**src/rtl/core/pbos_pkg.sv**
```systemverilog
// Shared types, constants and helpers for the particle box outline block.
// Used by every module under rtl/core but pbos_recip_div; depends on nothing else.
package pbos_pkg;

  localparam int POS_W       = 24;  // particle centre width
  localparam int SCALE_W     = 16;  // particle scale width
  localparam int DIM_W       = 10;  // box width / height, pixel coordinates
  localparam int COORD_W     = 27;  // signed working width for box edges
  localparam int QUEUE_DEPTH = 4;   // box jobs buffered between front and back

  typedef logic signed [COORD_W-1:0] coord_t;

  // One box to draw: centre, scale and size, plus colour and end-of-item mark
  typedef struct packed {
    logic signed [POS_W-1:0] x;
    logic signed [POS_W-1:0] y;
    logic [SCALE_W-1:0]      scale;
    logic [DIM_W-1:0]        width;
    logic [DIM_W-1:0]        height;
    logic                    best;
    logic                    last;
  } job_t;

  // Clamped box edges held while its four segments go out
  typedef struct packed {
    coord_t x1;
    coord_t x2;
    coord_t y1;
    coord_t y2;
    logic   best;
    logic   last;
  } box_t;

  // Edge order on the output
  typedef enum logic [1:0] {
    SEG_TOP,
    SEG_BOTTOM,
    SEG_LEFT,
    SEG_RIGHT
  } seg_sel_t;

  // Segment has pixels on screen: non-empty span inside along-limit, row/col inside pos-limit
  function automatic logic seg_vis(coord_t a, coord_t b, coord_t pos,
                                   coord_t a_lim, coord_t p_lim);
    logic ok;
    ok = (a <= b) && (a >= coord_t'(0)) && (b <= a_lim - coord_t'(1)) &&
         (pos >= coord_t'(0)) && (pos <= p_lim - coord_t'(1));
    return ok;
  endfunction

endpackage

```
**src/rtl/core/pbos_recip_div.sv**
```systemverilog
// Unsigned divide by a constant through one reciprocal multiply, one register.
// Standalone; the quotient is exact for every num below 2**N.
module pbos_recip_div #(
  parameter int N = 25,
  parameter int D = 256
) (
  input  logic         clk,
  input  logic         en,
  input  logic [N-1:0] num,
  output logic [N-1:0] quo
);

  // M = ceil(2**SH / D) with 2**SH >= D * 2**N makes floor(num*M >> SH) exact
  localparam int          SH  = N + $clog2(D);
  localparam int          MW  = N + 1;
  localparam int          PW  = N + MW;
  localparam logic [63:0] M64 = ((64'd1 << SH) + 64'(D) - 64'd1) / 64'(D);
  localparam logic [MW-1:0] M = M64[MW-1:0];

  logic [PW-1:0] prod;

  // reciprocal product, held while en is low
  always_ff @(posedge clk) begin
    if (en) begin
      prod <= PW'(num) * PW'(M);
    end
  end

  assign quo = N'(prod >> SH);

endmodule

```
**src/rtl/core/pbos_front.sv**
```systemverilog
// Front end: accepts particles, keeps frame index and sums, forms box jobs.
// Depends on pbos_pkg and pbos_recip_div (mean = sum / PARTICLE_COUNT).
module pbos_front #(
  parameter int PARTICLE_COUNT = 128
) (
  input  logic                              clk,
  input  logic                              rst,
  input  logic                              cfg_write,
  input  logic [7:0]                        cfg_data,
  input  logic                              particle_valid,
  output logic                              particle_stall,
  input  logic signed [pbos_pkg::POS_W-1:0] particle_x,
  input  logic signed [pbos_pkg::POS_W-1:0] particle_y,
  input  logic [pbos_pkg::SCALE_W-1:0]      particle_scale,
  input  logic [pbos_pkg::DIM_W-1:0]        box_width,
  input  logic [pbos_pkg::DIM_W-1:0]        box_height,
  input  logic                              q_full,
  output logic                              push,
  output pbos_pkg::job_t                    push_job
);

  localparam int IW  = (PARTICLE_COUNT > 1) ? $clog2(PARTICLE_COUNT) : 1;
  localparam int CW  = (IW > 8) ? IW : 8;
  localparam int SSW = pbos_pkg::SCALE_W + $clog2(PARTICLE_COUNT);
  localparam logic [IW-1:0] LAST_IDX = IW'(PARTICLE_COUNT - 1);

  logic [7:0]                    show_count;
  logic [IW-1:0]                 particle_index;
  logic [31:0]                   sum_x;
  logic [31:0]                   sum_y;
  logic [SSW-1:0]                sum_scale;
  logic [pbos_pkg::DIM_W-1:0]    first_width;
  logic [pbos_pkg::DIM_W-1:0]    first_height;

  logic                          accept;
  logic                          shown;
  logic                          frame_end;
  logic [31:0]                   sum_x_next;
  logic [31:0]                   sum_y_next;
  logic [SSW-1:0]                sum_scale_next;
  logic [pbos_pkg::DIM_W-1:0]    width_first;
  logic [pbos_pkg::DIM_W-1:0]    height_first;

  // blue job holding register
  logic                          blue_v;
  pbos_pkg::job_t                blue_job;

  // mean pipeline: r0 holds final sums, r1 holds signs and sizes beside the divider quotients
  logic                          r0_v;
  logic [31:0]                   r0_sx;
  logic [31:0]                   r0_sy;
  logic [SSW-1:0]                r0_ss;
  logic [pbos_pkg::DIM_W-1:0]    r0_w;
  logic [pbos_pkg::DIM_W-1:0]    r0_h;
  logic                          r1_v;
  logic                          r1_nx;
  logic                          r1_ny;
  logic [pbos_pkg::DIM_W-1:0]    r1_w;
  logic [pbos_pkg::DIM_W-1:0]    r1_h;
  logic [31:0]                   mag_x;
  logic [31:0]                   mag_y;
  logic [31:0]                   q_x;
  logic [31:0]                   q_y;
  logic [SSW-1:0]                q_s;
  logic [31:0]                   mean_x;
  logic [31:0]                   mean_y;
  pbos_pkg::job_t                red_job;

  logic                          blue_push;
  logic                          red_push;

  // item classification
  assign accept         = particle_valid && !particle_stall;
  assign shown          = CW'(particle_index) < CW'(show_count);
  assign frame_end      = particle_index == LAST_IDX;
  assign sum_x_next     = sum_x + 32'(particle_x);
  assign sum_y_next     = sum_y + 32'(particle_y);
  assign sum_scale_next = sum_scale + SSW'(particle_scale);
  assign width_first    = (particle_index == '0) ? box_width  : first_width;
  assign height_first   = (particle_index == '0) ? box_height : first_height;

  // hold input while a mean is in flight or a blue job cannot drain
  assign particle_stall = (blue_v && q_full) || r0_v || r1_v;

  // frame state and configuration
  always_ff @(posedge clk) begin
    if (rst) begin
      show_count     <= '0;
      particle_index <= '0;
      sum_x          <= '0;
      sum_y          <= '0;
      sum_scale      <= '0;
      first_width    <= '0;
      first_height   <= '0;
    end else begin
      if (cfg_write) begin
        show_count <= cfg_data;
      end
      if (accept) begin
        if (frame_end) begin
          particle_index <= '0;
          sum_x          <= '0;
          sum_y          <= '0;
          sum_scale      <= '0;
          first_width    <= '0;
          first_height   <= '0;
        end else begin
          particle_index <= particle_index + IW'(1);
          sum_x          <= sum_x_next;
          sum_y          <= sum_y_next;
          sum_scale      <= sum_scale_next;
          first_width    <= width_first;
          first_height   <= height_first;
        end
      end
    end
  end

  // valid flags
  always_ff @(posedge clk) begin
    if (rst) begin
      blue_v <= 1'b0;
      r0_v   <= 1'b0;
      r1_v   <= 1'b0;
    end else begin
      if (accept && shown) begin
        blue_v <= 1'b1;
      end else if (blue_push) begin
        blue_v <= 1'b0;
      end
      r0_v <= accept && frame_end;
      if (r0_v) begin
        r1_v <= 1'b1;
      end else if (red_push) begin
        r1_v <= 1'b0;
      end
    end
  end

  // payload capture
  always_ff @(posedge clk) begin
    if (accept) begin
      blue_job.x      <= particle_x;
      blue_job.y      <= particle_y;
      blue_job.scale  <= particle_scale;
      blue_job.width  <= box_width;
      blue_job.height <= box_height;
      blue_job.best   <= 1'b0;
      blue_job.last   <= !frame_end;
      r0_sx           <= sum_x_next;
      r0_sy           <= sum_y_next;
      r0_ss           <= sum_scale_next;
      r0_w            <= width_first;
      r0_h            <= height_first;
    end
    if (r0_v) begin
      r1_nx <= r0_sx[31];
      r1_ny <= r0_sy[31];
      r1_w  <= r0_w;
      r1_h  <= r0_h;
    end
  end

  // mean: magnitude / count, sign restored (truncates toward zero)
  assign mag_x = r0_sx[31] ? (~r0_sx + 32'd1) : r0_sx;
  assign mag_y = r0_sy[31] ? (~r0_sy + 32'd1) : r0_sy;

  pbos_recip_div #(.N(32), .D(PARTICLE_COUNT)) u_mean_x (
    .clk (clk), .en (r0_v), .num (mag_x), .quo (q_x)
  );

  pbos_recip_div #(.N(32), .D(PARTICLE_COUNT)) u_mean_y (
    .clk (clk), .en (r0_v), .num (mag_y), .quo (q_y)
  );

  pbos_recip_div #(.N(SSW), .D(PARTICLE_COUNT)) u_mean_s (
    .clk (clk), .en (r0_v), .num (r0_ss), .quo (q_s)
  );

  assign mean_x = r1_nx ? (32'd0 - q_x) : q_x;
  assign mean_y = r1_ny ? (32'd0 - q_y) : q_y;

  always_comb begin
    red_job.x      = mean_x[pbos_pkg::POS_W-1:0];
    red_job.y      = mean_y[pbos_pkg::POS_W-1:0];
    red_job.scale  = q_s[pbos_pkg::SCALE_W-1:0];
    red_job.width  = r1_w;
    red_job.height = r1_h;
    red_job.best   = 1'b1;
    red_job.last   = 1'b1;
  end

  // queue write: blue box of an item goes ahead of its red box
  assign blue_push = blue_v && !q_full;
  assign red_push  = r1_v && !blue_v && !q_full;
  assign push      = blue_push || red_push;
  assign push_job  = blue_v ? blue_job : red_job;

  // the two mean stages never overlap
  a_mean_single: assert property (@(posedge clk) disable iff (rst) r0_v |-> !r1_v)
    else $error("mean pipeline holds two frames");

  // input is held the cycle after a frame's last particle
  a_frame_end_hold: assert property (@(posedge clk) disable iff (rst)
    (accept && frame_end) |=> particle_stall)
    else $error("input taken while mean box pending");

endmodule

```
**src/rtl/core/pbos_queue.sv**
```systemverilog
// Short job queue between front and back ends.
// Depends on pbos_pkg for job_t and QUEUE_DEPTH.
module pbos_queue (
  input  logic           clk,
  input  logic           rst,
  input  logic           push,
  input  pbos_pkg::job_t push_job,
  input  logic           pop,
  output pbos_pkg::job_t pop_job,
  output logic           not_empty,
  output logic           full
);

  localparam int AW = $clog2(pbos_pkg::QUEUE_DEPTH);

  pbos_pkg::job_t  entries [pbos_pkg::QUEUE_DEPTH];
  logic [AW-1:0]   wr_ptr;
  logic [AW-1:0]   rd_ptr;
  logic [AW:0]     count;

  assign not_empty = count != '0;
  assign full      = count == (AW+1)'(pbos_pkg::QUEUE_DEPTH);
  assign pop_job   = entries[rd_ptr];

  // pointers and fill level
  always_ff @(posedge clk) begin
    if (rst) begin
      wr_ptr <= '0;
      rd_ptr <= '0;
      count  <= '0;
    end else begin
      if (push) begin
        wr_ptr <= wr_ptr + AW'(1);
      end
      if (pop) begin
        rd_ptr <= rd_ptr + AW'(1);
      end
      if (push && !pop) begin
        count <= count + (AW+1)'(1);
      end else if (pop && !push) begin
        count <= count - (AW+1)'(1);
      end
    end
  end

  // storage
  always_ff @(posedge clk) begin
    if (push) begin
      entries[wr_ptr] <= push_job;
    end
  end

  a_no_overflow: assert property (@(posedge clk) disable iff (rst) !(push && full))
    else $error("job queue overflow");

  a_no_underflow: assert property (@(posedge clk) disable iff (rst) !(pop && !not_empty))
    else $error("job queue underflow");

endmodule

```
**src/rtl/core/pbos_back.sv**
```systemverilog
// Back end: turns box jobs into clamped edges and plays out four segments.
// Depends on pbos_pkg and pbos_recip_div (divide by GRANULARITY).
module pbos_back #(
  parameter int GRANULARITY   = 256,
  parameter int SCREEN_WIDTH  = 640,
  parameter int SCREEN_HEIGHT = 480
) (
  input  logic                       clk,
  input  logic                       rst,
  input  logic                       q_avail,
  input  pbos_pkg::job_t             q_job,
  output logic                       q_pop,
  output logic                       seg_valid,
  input  logic                       seg_stall,
  output logic                       vertical,
  output logic [pbos_pkg::DIM_W-1:0] seg_start,
  output logic [pbos_pkg::DIM_W-1:0] seg_end,
  output logic [pbos_pkg::DIM_W-1:0] seg_pos,
  output logic                       visible,
  output logic                       best_box,
  output logic                       last_segment
);

  localparam int DW = 25;  // dividend width: scale * half size
  localparam pbos_pkg::coord_t SW_LIM = pbos_pkg::coord_t'(SCREEN_WIDTH);
  localparam pbos_pkg::coord_t SH_LIM = pbos_pkg::coord_t'(SCREEN_HEIGHT);

  // stage A: job
  logic                          a_v;
  pbos_pkg::job_t                a_job;
  logic [8:0]                    a_hw;
  logic [8:0]                    a_hh;
  logic [pbos_pkg::POS_W-1:0]    a_xu;
  logic [pbos_pkg::POS_W-1:0]    a_yu;

  // stage B: products and magnitudes
  logic                          b_v;
  logic [DW-1:0]                 b_pw;
  logic [DW-1:0]                 b_ph;
  logic [pbos_pkg::POS_W-1:0]    b_mx;
  logic [pbos_pkg::POS_W-1:0]    b_my;
  logic                          b_nx;
  logic                          b_ny;
  logic                          b_best;
  logic                          b_last;

  // stage C: quotients (inside dividers) and flags
  logic                          c_v;
  logic                          c_nx;
  logic                          c_ny;
  logic                          c_best;
  logic                          c_last;
  logic [DW-1:0]                 q_cx;
  logic [DW-1:0]                 q_cy;
  logic [DW-1:0]                 q_dx;
  logic [DW-1:0]                 q_dy;
  pbos_pkg::coord_t              cx;
  pbos_pkg::coord_t              cy;
  pbos_pkg::coord_t              x1;
  pbos_pkg::coord_t              x2;
  pbos_pkg::coord_t              y1;
  pbos_pkg::coord_t              y2;
  pbos_pkg::box_t                c_box;

  // stage E: segment player
  logic                          e_v;
  pbos_pkg::box_t                e_box;
  pbos_pkg::seg_sel_t            e_sel;
  logic                          e_take;
  logic                          e_done;
  logic                          e_free;

  logic                          a_go;
  logic                          b_go;
  logic                          c_go;

  // segment select outputs
  pbos_pkg::coord_t              s_a;
  pbos_pkg::coord_t              s_b;
  pbos_pkg::coord_t              s_pos;
  pbos_pkg::coord_t              s_alim;
  pbos_pkg::coord_t              s_plim;
  logic                          s_vert;
  logic                          s_vis;

  // pipeline handshake, one box per stage
  assign e_take = e_v && !seg_stall;
  assign e_done = e_take && (e_sel == pbos_pkg::SEG_RIGHT);
  assign e_free = !e_v || e_done;
  assign c_go   = c_v && e_free;
  assign b_go   = b_v && (!c_v || c_go);
  assign a_go   = a_v && (!b_v || b_go);
  assign q_pop  = q_avail && (!a_v || a_go);

  always_ff @(posedge clk) begin
    if (rst) begin
      a_v   <= 1'b0;
      b_v   <= 1'b0;
      c_v   <= 1'b0;
      e_v   <= 1'b0;
      e_sel <= pbos_pkg::SEG_TOP;
    end else begin
      if (q_pop) begin
        a_v <= 1'b1;
      end else if (a_go) begin
        a_v <= 1'b0;
      end
      if (a_go) begin
        b_v <= 1'b1;
      end else if (b_go) begin
        b_v <= 1'b0;
      end
      if (b_go) begin
        c_v <= 1'b1;
      end else if (c_go) begin
        c_v <= 1'b0;
      end
      if (c_go) begin
        e_v   <= 1'b1;
        e_sel <= pbos_pkg::SEG_TOP;
      end else if (e_done) begin
        e_v <= 1'b0;
      end else if (e_take) begin
        e_sel <= pbos_pkg::seg_sel_t'(e_sel + 2'd1);
      end
    end
  end

  // stage A logic: half sizes (zero size collapses to centre), magnitudes
  assign a_hw = (a_job.width == '0) ? 9'd0 : 9'((a_job.width - 10'd1) >> 1);
  assign a_hh = (a_job.height == '0) ? 9'd0 : 9'((a_job.height - 10'd1) >> 1);
  assign a_xu = a_job.x;
  assign a_yu = a_job.y;

  // payload registers
  always_ff @(posedge clk) begin
    if (q_pop) begin
      a_job <= q_job;
    end
    if (a_go) begin
      b_pw   <= DW'(a_job.scale) * DW'(a_hw);
      b_ph   <= DW'(a_job.scale) * DW'(a_hh);
      b_mx   <= a_xu[pbos_pkg::POS_W-1] ? (~a_xu + 24'd1) : a_xu;
      b_my   <= a_yu[pbos_pkg::POS_W-1] ? (~a_yu + 24'd1) : a_yu;
      b_nx   <= a_xu[pbos_pkg::POS_W-1];
      b_ny   <= a_yu[pbos_pkg::POS_W-1];
      b_best <= a_job.best;
      b_last <= a_job.last;
    end
    if (b_go) begin
      c_nx   <= b_nx;
      c_ny   <= b_ny;
      c_best <= b_best;
      c_last <= b_last;
    end
    if (c_go) begin
      e_box <= c_box;
    end
  end

  // divide centre and extents by the granularity
  pbos_recip_div #(.N(DW), .D(GRANULARITY)) u_div_cx (
    .clk (clk), .en (b_go), .num (DW'(b_mx)), .quo (q_cx)
  );

  pbos_recip_div #(.N(DW), .D(GRANULARITY)) u_div_cy (
    .clk (clk), .en (b_go), .num (DW'(b_my)), .quo (q_cy)
  );

  pbos_recip_div #(.N(DW), .D(GRANULARITY)) u_div_dx (
    .clk (clk), .en (b_go), .num (b_pw), .quo (q_dx)
  );

  pbos_recip_div #(.N(DW), .D(GRANULARITY)) u_div_dy (
    .clk (clk), .en (b_go), .num (b_ph), .quo (q_dy)
  );

  // edges and screen clamps
  always_comb begin
    cx = c_nx ? -pbos_pkg::coord_t'(q_cx) : pbos_pkg::coord_t'(q_cx);
    cy = c_ny ? -pbos_pkg::coord_t'(q_cy) : pbos_pkg::coord_t'(q_cy);
    x1 = cx - pbos_pkg::coord_t'(q_dx);
    x2 = cx + pbos_pkg::coord_t'(q_dx);
    y1 = cy - pbos_pkg::coord_t'(q_dy);
    y2 = cy + pbos_pkg::coord_t'(q_dy);
    c_box.x1   = (x1 < pbos_pkg::coord_t'(0)) ? pbos_pkg::coord_t'(0) : x1;
    c_box.x2   = (x2 > SW_LIM - pbos_pkg::coord_t'(1)) ? SW_LIM - pbos_pkg::coord_t'(1) : x2;
    c_box.y1   = (y1 < pbos_pkg::coord_t'(0)) ? pbos_pkg::coord_t'(0) : y1;
    c_box.y2   = (y2 > SH_LIM - pbos_pkg::coord_t'(1)) ? SH_LIM - pbos_pkg::coord_t'(1) : y2;
    c_box.best = c_best;
    c_box.last = c_last;
  end

  // current segment of the held box
  always_comb begin
    case (e_sel)
      pbos_pkg::SEG_TOP: begin
        s_vert = 1'b0; s_a = e_box.x1; s_b = e_box.x2; s_pos = e_box.y1;
        s_alim = SW_LIM; s_plim = SH_LIM;
      end
      pbos_pkg::SEG_BOTTOM: begin
        s_vert = 1'b0; s_a = e_box.x1; s_b = e_box.x2; s_pos = e_box.y2;
        s_alim = SW_LIM; s_plim = SH_LIM;
      end
      pbos_pkg::SEG_LEFT: begin
        s_vert = 1'b1; s_a = e_box.y1; s_b = e_box.y2; s_pos = e_box.x1;
        s_alim = SH_LIM; s_plim = SW_LIM;
      end
      pbos_pkg::SEG_RIGHT: begin
        s_vert = 1'b1; s_a = e_box.y1; s_b = e_box.y2; s_pos = e_box.x2;
        s_alim = SH_LIM; s_plim = SW_LIM;
      end
      default: begin
        s_vert = 1'b0; s_a = '0; s_b = '0; s_pos = '0;
        s_alim = SW_LIM; s_plim = SH_LIM;
      end
    endcase
    s_vis = pbos_pkg::seg_vis(s_a, s_b, s_pos, s_alim, s_plim);
  end

  // output beat
  assign seg_valid    = e_v;
  assign vertical     = s_vert;
  assign visible      = s_vis;
  assign seg_start    = s_vis ? s_a[pbos_pkg::DIM_W-1:0] : '0;
  assign seg_end      = s_vis ? s_b[pbos_pkg::DIM_W-1:0] : '0;
  assign seg_pos      = s_vis ? s_pos[pbos_pkg::DIM_W-1:0] : '0;
  assign best_box     = e_box.best;
  assign last_segment = e_box.last && (e_sel == pbos_pkg::SEG_RIGHT);

  // a finished box with nothing behind it leaves the output empty
  a_drain: assert property (@(posedge clk) disable iff (rst)
    (e_done && !c_go) |=> !seg_valid)
    else $error("segment player kept a finished box");

  // a new box always starts on its top edge
  a_box_start: assert property (@(posedge clk) disable iff (rst)
    c_go |=> (seg_valid && e_sel == pbos_pkg::SEG_TOP))
    else $error("box loaded off its first edge");

endmodule

```
**src/rtl/core/particle_box_outline_segments.sv**
```systemverilog
// A shown particle passes the blue job register, the job queue and stages A, B, C
// and E to its first segment beat. Throughput: one segment beat per cycle while
// seg_stall is low; a blue box gives four beats, a hidden particle none; a frame's
// last particle adds a red mean box (4 beats) and holds input till it is queued.
// Reset (synchronous, active high) clears show_count, frame index, sums, queue
// and all pipeline valid flags; no clearing pass is needed.
module particle_box_outline_segments #(
  parameter int PARTICLE_COUNT = 128,
  parameter int GRANULARITY    = 256,
  parameter int SCREEN_WIDTH   = 640,
  parameter int SCREEN_HEIGHT  = 480
) (
  input  logic                              clk,
  input  logic                              rst,
  input  logic                              cfg_write,
  input  logic [7:0]                        cfg_data,
  input  logic                              particle_valid,
  output logic                              particle_stall,
  input  logic signed [pbos_pkg::POS_W-1:0] particle_x,
  input  logic signed [pbos_pkg::POS_W-1:0] particle_y,
  input  logic [pbos_pkg::SCALE_W-1:0]      particle_scale,
  input  logic [pbos_pkg::DIM_W-1:0]        box_width,
  input  logic [pbos_pkg::DIM_W-1:0]        box_height,
  output logic                              seg_valid,
  input  logic                              seg_stall,
  output logic                              vertical,
  output logic [pbos_pkg::DIM_W-1:0]        seg_start,
  output logic [pbos_pkg::DIM_W-1:0]        seg_end,
  output logic [pbos_pkg::DIM_W-1:0]        seg_pos,
  output logic                              visible,
  output logic                              best_box,
  output logic                              last_segment
);

  logic           q_push;
  pbos_pkg::job_t q_push_job;
  logic           q_pop;
  pbos_pkg::job_t q_pop_job;
  logic           q_avail;
  logic           q_full;

  // classify particles, keep frame sums, build box jobs
  pbos_front #(.PARTICLE_COUNT(PARTICLE_COUNT)) u_front (
    .clk            (clk),
    .rst            (rst),
    .cfg_write      (cfg_write),
    .cfg_data       (cfg_data),
    .particle_valid (particle_valid),
    .particle_stall (particle_stall),
    .particle_x     (particle_x),
    .particle_y     (particle_y),
    .particle_scale (particle_scale),
    .box_width      (box_width),
    .box_height     (box_height),
    .q_full         (q_full),
    .push           (q_push),
    .push_job       (q_push_job)
  );

  // job buffer
  pbos_queue u_queue (
    .clk       (clk),
    .rst       (rst),
    .push      (q_push),
    .push_job  (q_push_job),
    .pop       (q_pop),
    .pop_job   (q_pop_job),
    .not_empty (q_avail),
    .full      (q_full)
  );

  // box geometry and segment output
  pbos_back #(
    .GRANULARITY   (GRANULARITY),
    .SCREEN_WIDTH  (SCREEN_WIDTH),
    .SCREEN_HEIGHT (SCREEN_HEIGHT)
  ) u_back (
    .clk          (clk),
    .rst          (rst),
    .q_avail      (q_avail),
    .q_job        (q_pop_job),
    .q_pop        (q_pop),
    .seg_valid    (seg_valid),
    .seg_stall    (seg_stall),
    .vertical     (vertical),
    .seg_start    (seg_start),
    .seg_end      (seg_end),
    .seg_pos      (seg_pos),
    .visible      (visible),
    .best_box     (best_box),
    .last_segment (last_segment)
  );

endmodule

```
**config.mk**
```make
export PLATFORM = sky130hd
export DESIGN_NAME = particle_box_outline_segments
export DESIGN_NICKNAME = d
export VERILOG_FILES = /design/src/rtl/core/pbos_pkg.sv /design/src/rtl/core/pbos_recip_div.sv /design/src/rtl/core/pbos_front.sv /design/src/rtl/core/pbos_queue.sv /design/src/rtl/core/pbos_back.sv /design/src/rtl/core/particle_box_outline_segments.sv
export SDC_FILE = /design/constraint.sdc
export NUM_CORES = 2
export LEC_CHECK = 0
export ABC_AREA = 1
export ABC_CLOCK_PERIOD_IN_PS = 8800
export BUFFER_PORTS_ARGS = -buffer_cell sky130_fd_sc_hd__clkbuf_2
export CORE_MARGIN = 5
export CORE_UTILIZATION = 40
export DETAILED_ROUTE_END_ITERATION = 6
export SLEW_MARGIN = 5
export SYNTH_ARGS = -nofsm -noshare
export SYNTH_HDL_FRONTEND = slang
export SYNTH_SLANG_ARGS = --single-unit
```
**constraint.sdc**
```tcl
create_clock -name clk -period 8.8 [get_ports clk]
set_input_delay 1.32 -clock clk [delete_from_list [all_inputs] [get_ports clk]]
set_output_delay 1.32 -clock clk [all_outputs]
set_load 0.05 [all_outputs]
```
* After elaboration in Yosys (flattened, before gate mapping)
Memory sizes are Yosys's and may differ from the RTL's. A register that Yosys moved wholly into a read port is not among the register bits. Index checks and enable logic that the tools add are counted. W data, S select, Z words.
Word-level totals: bits in registers 751, bits in writable memories 344, bits of input ports 97, memories 1
Operators by class: add/subtract/negate cells 25, multiply operators 2, $lt $le $gt $ge 10, equal/unequal tests 5, multiplexer cells 44, bitwise operators 5, reduce and logical (&&, ||, !) cells 54
Memory list:
- u_queue.entries | depth 4, bits a word 86, read ports 1, clocked after memory_dff 1, wr ports 1, line pbos_queue.sv:16 | pbos_pkg::job_t entries [pbos_pkg::QUEUE_DEPTH];
Operator list (number):
- $pmux W27 S2 | 4
- $pmux W27 S4 | 1
- $mux W86 | 1
- $le A27 B27 Y1 | 3
- $mux W10 | 7
- $mux W23 | 3
- $add A32 B32 Y32 | 2
- $mux W32 | 2
- $add A31 B1 Y31 const B | 2
- $mux W31 | 2
- $not A31 Y31 | 2
- $add A27 B18 Y27 | 2
- $ge A27 B1 Y1 const B | 2
- $lt A27 B1 Y1 const B | 2
- $mux W27 | 2
- $neg A16 Y27 | 2
- $sub A27 B18 Y27 | 2
- $sub A27 B2 Y27 const B | 2
- $mul A16 B9 Y25 | 2
- $add A24 B1 Y24 const B | 2
- $mux W24 | 2
- $not A24 Y24 | 2
- $sub A1 B24 Y24 const A | 2
- $gt A27 B10 Y1 const B | 1
- other kinds (28) | 91

* Depth between registers and ports, before layout
depth after elaboration 14, mapped depth 30, gate-level depth less buffers 30

* Modules after synthesis
A second synthesis with hierarchy kept.
Unflattened totals: cell total of the unflattened synthesis 7678, area total of the unflattened synthesis 68837.3 sq um
Modules (own cells, without submodules):
- pbos_back | times used 1, cells each 3758, area an instance 30239.0 sq um, sequential area each 9188.8 sq um
- pbos_front | times used 1, cells each 2836, area an instance 20980.1 sq um, sequential area each 8928.6 sq um
- pbos_queue | times used 1, cells each 890, area an instance 13170.1 sq um, sequential area each 10510.1 sq um
- pbos_recip_div at u_back.u_div_cx ... | times used 4, cells each 26, area an instance 574.3 sq um, sequential area each 510.5 sq um
- pbos_recip_div at u_front.u_mean_x ... | times used 2, cells each 33, area an instance 807.0 sq um, sequential area each 750.7 sq um
- pbos_recip_div at u_front.u_mean_s | times used 1, cells each 24, area an instance 536.8 sq um, sequential area each 480.5 sq um

* Worst setup path before layout
OpenSTA, ideal clock, no wires.
path type input to register, start input port seg_stall, end register u_queue.count[1], data arrival time 6888 ps, data required time 8680 ps, path slack 1792 ps, stages 13, path through o21ai_0 nor2_1 inv_1 nor2_1 inv_1 nor2_1 nor2_1 inv_1 ha_1 inv_1 fa_1 o21ai_0 a21oi_1
Between the ends: longest elaborated chain between the ends 14, elaborated cells on any way between the ends 16
Ends and longest elaborated chain:
- from (decl) | line particle_box_outline_segments.sv:25 | input logic seg_stall,
- $logic_not A1 Y1 * | line pbos_back.sv:87 | assign e_take = e_v && !seg_stall;
- $logic_and A1 B1 Y1 * | line pbos_back.sv:87
- $logic_and A1 B1 Y1 * | line pbos_back.sv:88 | assign e_done = e_take && (e_sel == pbos_pkg::SEG_RIGHT);
- $logic_or A1 B1 Y1 * | line pbos_back.sv:89 | assign e_free = !e_v || e_done;
- $logic_and A1 B1 Y1 * | line pbos_back.sv:90 | assign c_go = c_v && e_free;
- $logic_or A1 B1 Y1 * | line pbos_back.sv:91 | assign b_go = b_v && (!c_v || c_go);
- $logic_and A1 B1 Y1 * | line pbos_back.sv:91
- $logic_or A1 B1 Y1 * | line pbos_back.sv:92 | assign a_go = a_v && (!b_v || b_go);
- $logic_and A1 B1 Y1 * | line pbos_back.sv:92
- $logic_or A1 B1 Y1 * | line pbos_back.sv:93 | assign q_pop = q_avail && (!a_v || a_go);
- $logic_and A1 B1 Y1 * | line pbos_back.sv:93
- via q_pop | line particle_box_outline_segments.sv:37 | logic q_pop;
- $logic_not A1 Y1 | line pbos_queue.sv:38 | if (push && !pop) begin
- $logic_and A1 B1 Y1 | line pbos_queue.sv:38
- $mux W3 or $reduce_bool A2 Y1 (tied branches)
- to (signal assigned) | line pbos_queue.sv:39 | count <= count + (AW+1)'(1);
- to (signal assigned) | line pbos_queue.sv:41 | count <= count - (AW+1)'(1);
- to (decl) | line pbos_queue.sv:19 | logic [AW:0] count;
Mark *: on every way through the listed nets, which the timed path passes. The rest lies on a longest branch. A chain may end at the register's enable or synchronous reset.

* Final worst setup path
start register u_back.e_sel[0], end output port seg_end[3] in the netlist's numbering
Between the ends: longest elaborated chain between the ends 9, elaborated cells on any way between the ends 23
Ends and longest elaborated chain:
- from (decl) | line pbos_back.sv:68 | pbos_pkg::seg_sel_t e_sel;
- from (signal assigned) | line pbos_back.sv:101 | e_sel <= pbos_pkg::SEG_TOP;
- from (signal assigned) | line pbos_back.sv:120 | e_sel <= pbos_pkg::SEG_TOP;
- from (signal assigned) | line pbos_back.sv:124 | e_sel <= pbos_pkg::seg_sel_t'(e_sel + 2'd1);
- $eq A2 B2 Y1, or another cell as far along | line pbos_back.sv:196 | case (e_sel)
- $reduce_or A2 Y1 (no source line)
- $pmux W27 S2 | line pbos_back.sv:196
- $sub A27 B2 Y27, or another cell as far along | line pbos_pkg.sv:46 | ok = (a <= b) && (a >= coord_t'(0)) && (b <= a_lim - coord_t'(1)) &&
- $le A27 B27 Y1 or $logic_and A1 B1 Y1 (tied branches) | line pbos_pkg.sv:46
- $logic_and A1 B1 Y1 (2 in series) | line pbos_pkg.sv:46
- $logic_and A1 B1 Y1 | line pbos_pkg.sv:47 | (pos >= coord_t'(0)) && (pos <= p_lim - coord_t'(1));
- $mux W10 * | line pbos_back.sv:226 | assign seg_end = s_vis ? s_b[pbos_pkg::DIM_W-1:0] : '0;
- to (decl) | line particle_box_outline_segments.sv:28 | output logic [pbos_pkg::DIM_W-1:0] seg_end,
Mark *: on every way between the ends. The rest lies on a longest branch, timed or not. The select of a mux whose other input is x is not followed.

==> run metrics <==
clock buffer count from CTS=115; Final TNS setup=0 ps; synthesized-area fraction occupied by adder cells=0.1236; R2R depth=22; standard cell core area=153,700 sq um; last weighted congestion value of the routability-driven placer=0.9200; synthesized flop and latch total=1,089; run status=complete, no violations; slew at the pin closest to its max-slew limit=1162 ps; Post-Synth XOR/XNOR Area=0.03449; Seq/Total Area, Yosys=0.5076; worst endpoint data arrival time=5620 ps; post-CTS setup buffer count=0; Total Die Area=162,200 sq um; CTS Sinks=1,089; I/O pin count=133; data required time at the worst endpoint=7480 ps; total overflow reported by the global router=0; slew margin rel.=0.2232; number of pins with negative max-slew slack in the final report=0; CTS Root Cell=sky130_fd_sc_hd__clkbuf_16; length of the first detailed-routing pass in iterations=6; Synth async-reset ratio=0; Maximum Capacitance Violations=0; first-pass GRT wire length=236,800 um; Mapped Cells=6,501; end point of the most critical hold path=u_front.r1_h[5]; final antenna diode count=0; Initial DRC Count=3,072; critical register-to-register path endpoint=u_back.b_pw[17]; row cnt=144; share of synthesized cell area in and, or, nand and nor gates=0.1674; hold_buf cts=0; Crit-path slowest cell=sky130_fd_sc_hd__nor2_4; number of input and output port buffers inserted=132; chain of cells forming the critical path=inv_1 > ha_1 > nor2_4 > buf_4 > nand2_1 > o21ai_0 > inv_1 > ha_1 > nand2_1 > o21ai_0 > nand3_1 > o2111ai_1 > nand2_1 > nand2_1 > nand2_1 > nand3_1 > nand3_2 > nor2_2 > clkbuf_2; synthesized-area fraction occupied by ao, oa, aoi and oai cells=0.09875; width of the die=402.8 um; pre-CTS setup slack=2654 ps; share of the synthesized area in the top cell type=0.4628; top achievable clock speed=144.0 MHz; RSZ-0062 raised after global routing=false; number of global-route vias before repair=43,076; dominant cell type by area after synthesis=sky130_fd_sc_hd__edfxtp_1; Main synth FF type=sky130_fd_sc_hd__edfxtp_1; Crit Reg-Reg Startpoint=u_back.a_job[14]; HPWL reported at the end of detailed placement=109,400 um; Die Y=402.8 um; count of cells along the worst hold path=0; CP Buf/Inv Count=4; worst hold-check path type=reg2reg; layout cells sized above 1=0.07072; endpoints failing setup=0; worst setup path category=reg2out; number of buffers on the longest clock path=3; count of H-tree levels built during CTS=3; final routed DRC violation total=0; Final nets=7,169; total number of vias=44,229; EDFF count, synth=951; area added between synthesis and finish=10.95%; pin count of the biggest net entering global routing=123; Post-Route Skew=77.11 ps; average wire per cell in the routed design=17.13 um; count of distinct cell types in the synthesized netlist=64; most frequent cell on the critical path=sky130_fd_sc_hd__nand2_1; overall routing resource usage=0.1810; synthesis warning total=0; largest family of logic cells by synthesized area=simple AND/OR/NAND/NOR gates; top cells by area, synth=sky130_fd_sc_hd__edfxtp_1 (46%), sky130_fd_sc_hd__nand2_1 (7.6%), sky130_fd_sc_hd__fa_1 (6.6%); CP peak stage delay=750 ps; flop-to-flop setup slack=2730 ps; area of the mapped netlist=61,700 sq um; maximum fanout count along the critical path=50; count of instances resized after the clock tree is built=0; Post-synth top cells=sky130_fd_sc_hd__nand2_1 (1,248), sky130_fd_sc_hd__edfxtp_1 (951), sky130_fd_sc_hd__inv_1 (807), sky130_fd_sc_hd__nor2_1 (781), sky130_fd_sc_hd__o21ai_0 (433); number of antenna violations at the first check in global routing=5; hold path startpoint=u_front.r0_h[5]; final worst slack=1856 ps; endpoints failing hold=0; overall routed net length=149,500 um; post-synthesis area per instance=9.491 sq um; crit path time final=6944 ps; number of vias per cell after detailed routing=5.065; final period utilization=0.7891; register clock-pin slew on the reported worst setup and hold paths=60 ps; initial core utilization=0.4015; residual antenna-violating net count after detailed routing=0; crit-path leading delay family=simple AND/OR/NAND/NOR gates; most frequent cell after synthesis=sky130_fd_sc_hd__nand2_1; number of fillers in the final layout=14,663; TritonCTS clock tree=built; type of element capturing the critical path=output pin; post-synthesis mux area share=0.003812; sort of element at the start of the critical path=flop; worst-skew pair later-pin latency=780 ps
through the flow:
stage | hold slack (ps) | area [sq um] | utilization | std cells
2_1_floorplan | 400.3 | 61740 | - | 6510
3_3_place_gp | 401.7 | 64400 | 0.4190 | 8512
3_5_place_dp | 404.5 | 64400 | 0.4190 | 8512
4_1_cts | 380.2 | 68460 | 0.4455 | 8732
5_1_grt | 396.8 | 68460 | 0.4455 | 8732
6_report | 379.3 | 68460 | 0.4455 | 8732
worst max path at each step:
stage	start	to	slack, ps	cells after the start
after floorplan	seg_stall	u_queue.count[1]	1790	13
after global placement	u_back.e_sel[0]	seg_pos[9]	2830	19
after detailed placement	u_back.e_sel[0]	seg_end[7]	2650	19
after CTS	u_back.e_sel[0]	seg_pos[9]	1820	19
after global routing	u_back.e_sel[0]	seg_pos[5]	1430	16
final	u_back.e_sel[0]	seg_end[3]	1860	19
flip-flops by register name, summed over array words and instances (netlist names), 24 cells and up:
register	flops
u_queue.entries	344
u_back.e_box	109
u_front.blue_job	85
u_back.a_job	38
u_front.r0_sx	32
u_front.r0_sy	32
u_front.sum_x	32
u_front.sum_y	32
u_back.a_xu	24
u_back.a_yu	24
u_front.u_mean_x.prod	24
u_front.u_mean_y.prod	24
final cells by class:
type | instances | area [sq um] | share of cell area
clock inverter | 76 | 970.9 | 0.01418
timing repair buffer | 166 | 918.4 | 0.01341
multi-input combinational | 4393 | 26500 | 0.3871
sequential | 1089 | 31330 | 0.4577
clock buffer | 144 | 3088 | 0.04511
tap | 2044 | 2557 | 0.03736
inverter | 820 | 3090 | 0.04514
routing by layer:
metal	part of all wire	wire length, um	global-route usage	up-vias
met2	0.46	68550	0.2938	1023
met5	0.00016	24	0	-
met4	0.018	2726	0.04068	4
met1	0.47	70380	0.2589	21096
met3	0.053	7855	0.02584	180
li1	-	-	-	21926
cells in the final DEF (no fill, tap or decap), types with 134 or more instances in the layout:
master | synthesis | routed
sky130_fd_sc_hd__a21oi_1 | 421 | 421
sky130_fd_sc_hd__dfxtp_1 | 138 | 134
sky130_fd_sc_hd__edfxtp_1 | 951 | 951
sky130_fd_sc_hd__fa_1 | 204 | 204
sky130_fd_sc_hd__ha_1 | 283 | 283
sky130_fd_sc_hd__inv_1 | 807 | 802
sky130_fd_sc_hd__nand2_1 | 1248 | 1248
sky130_fd_sc_hd__nand3_1 | 203 | 202
sky130_fd_sc_hd__nor2_1 | 781 | 775
sky130_fd_sc_hd__o21ai_0 | 433 | 433
sky130_fd_sc_hd__xor2_1 | 170 | 170
cells by family (layout without fill, tap and decap cells):
| group | after synthesis | count (layout) |
|---|---|---|
| buffers and inverters | 1028 | 1206 |
| AO/OA/AOI/OAI | 1121 | 1121 |
| XOR/XNOR | 243 | 243 |
| adder cells (fa/ha/maj) | 487 | 487 |
| flip-flops | 1089 | 1089 |
| multiplexers | 21 | 21 |
| AND/OR/NAND/NOR | 2511 | 2511 |
| other | 1 | 10 |
Power is left out: the tool's default activity adds up to more than one toggle a clock period on the data nets, which glitch-free logic cannot reach.
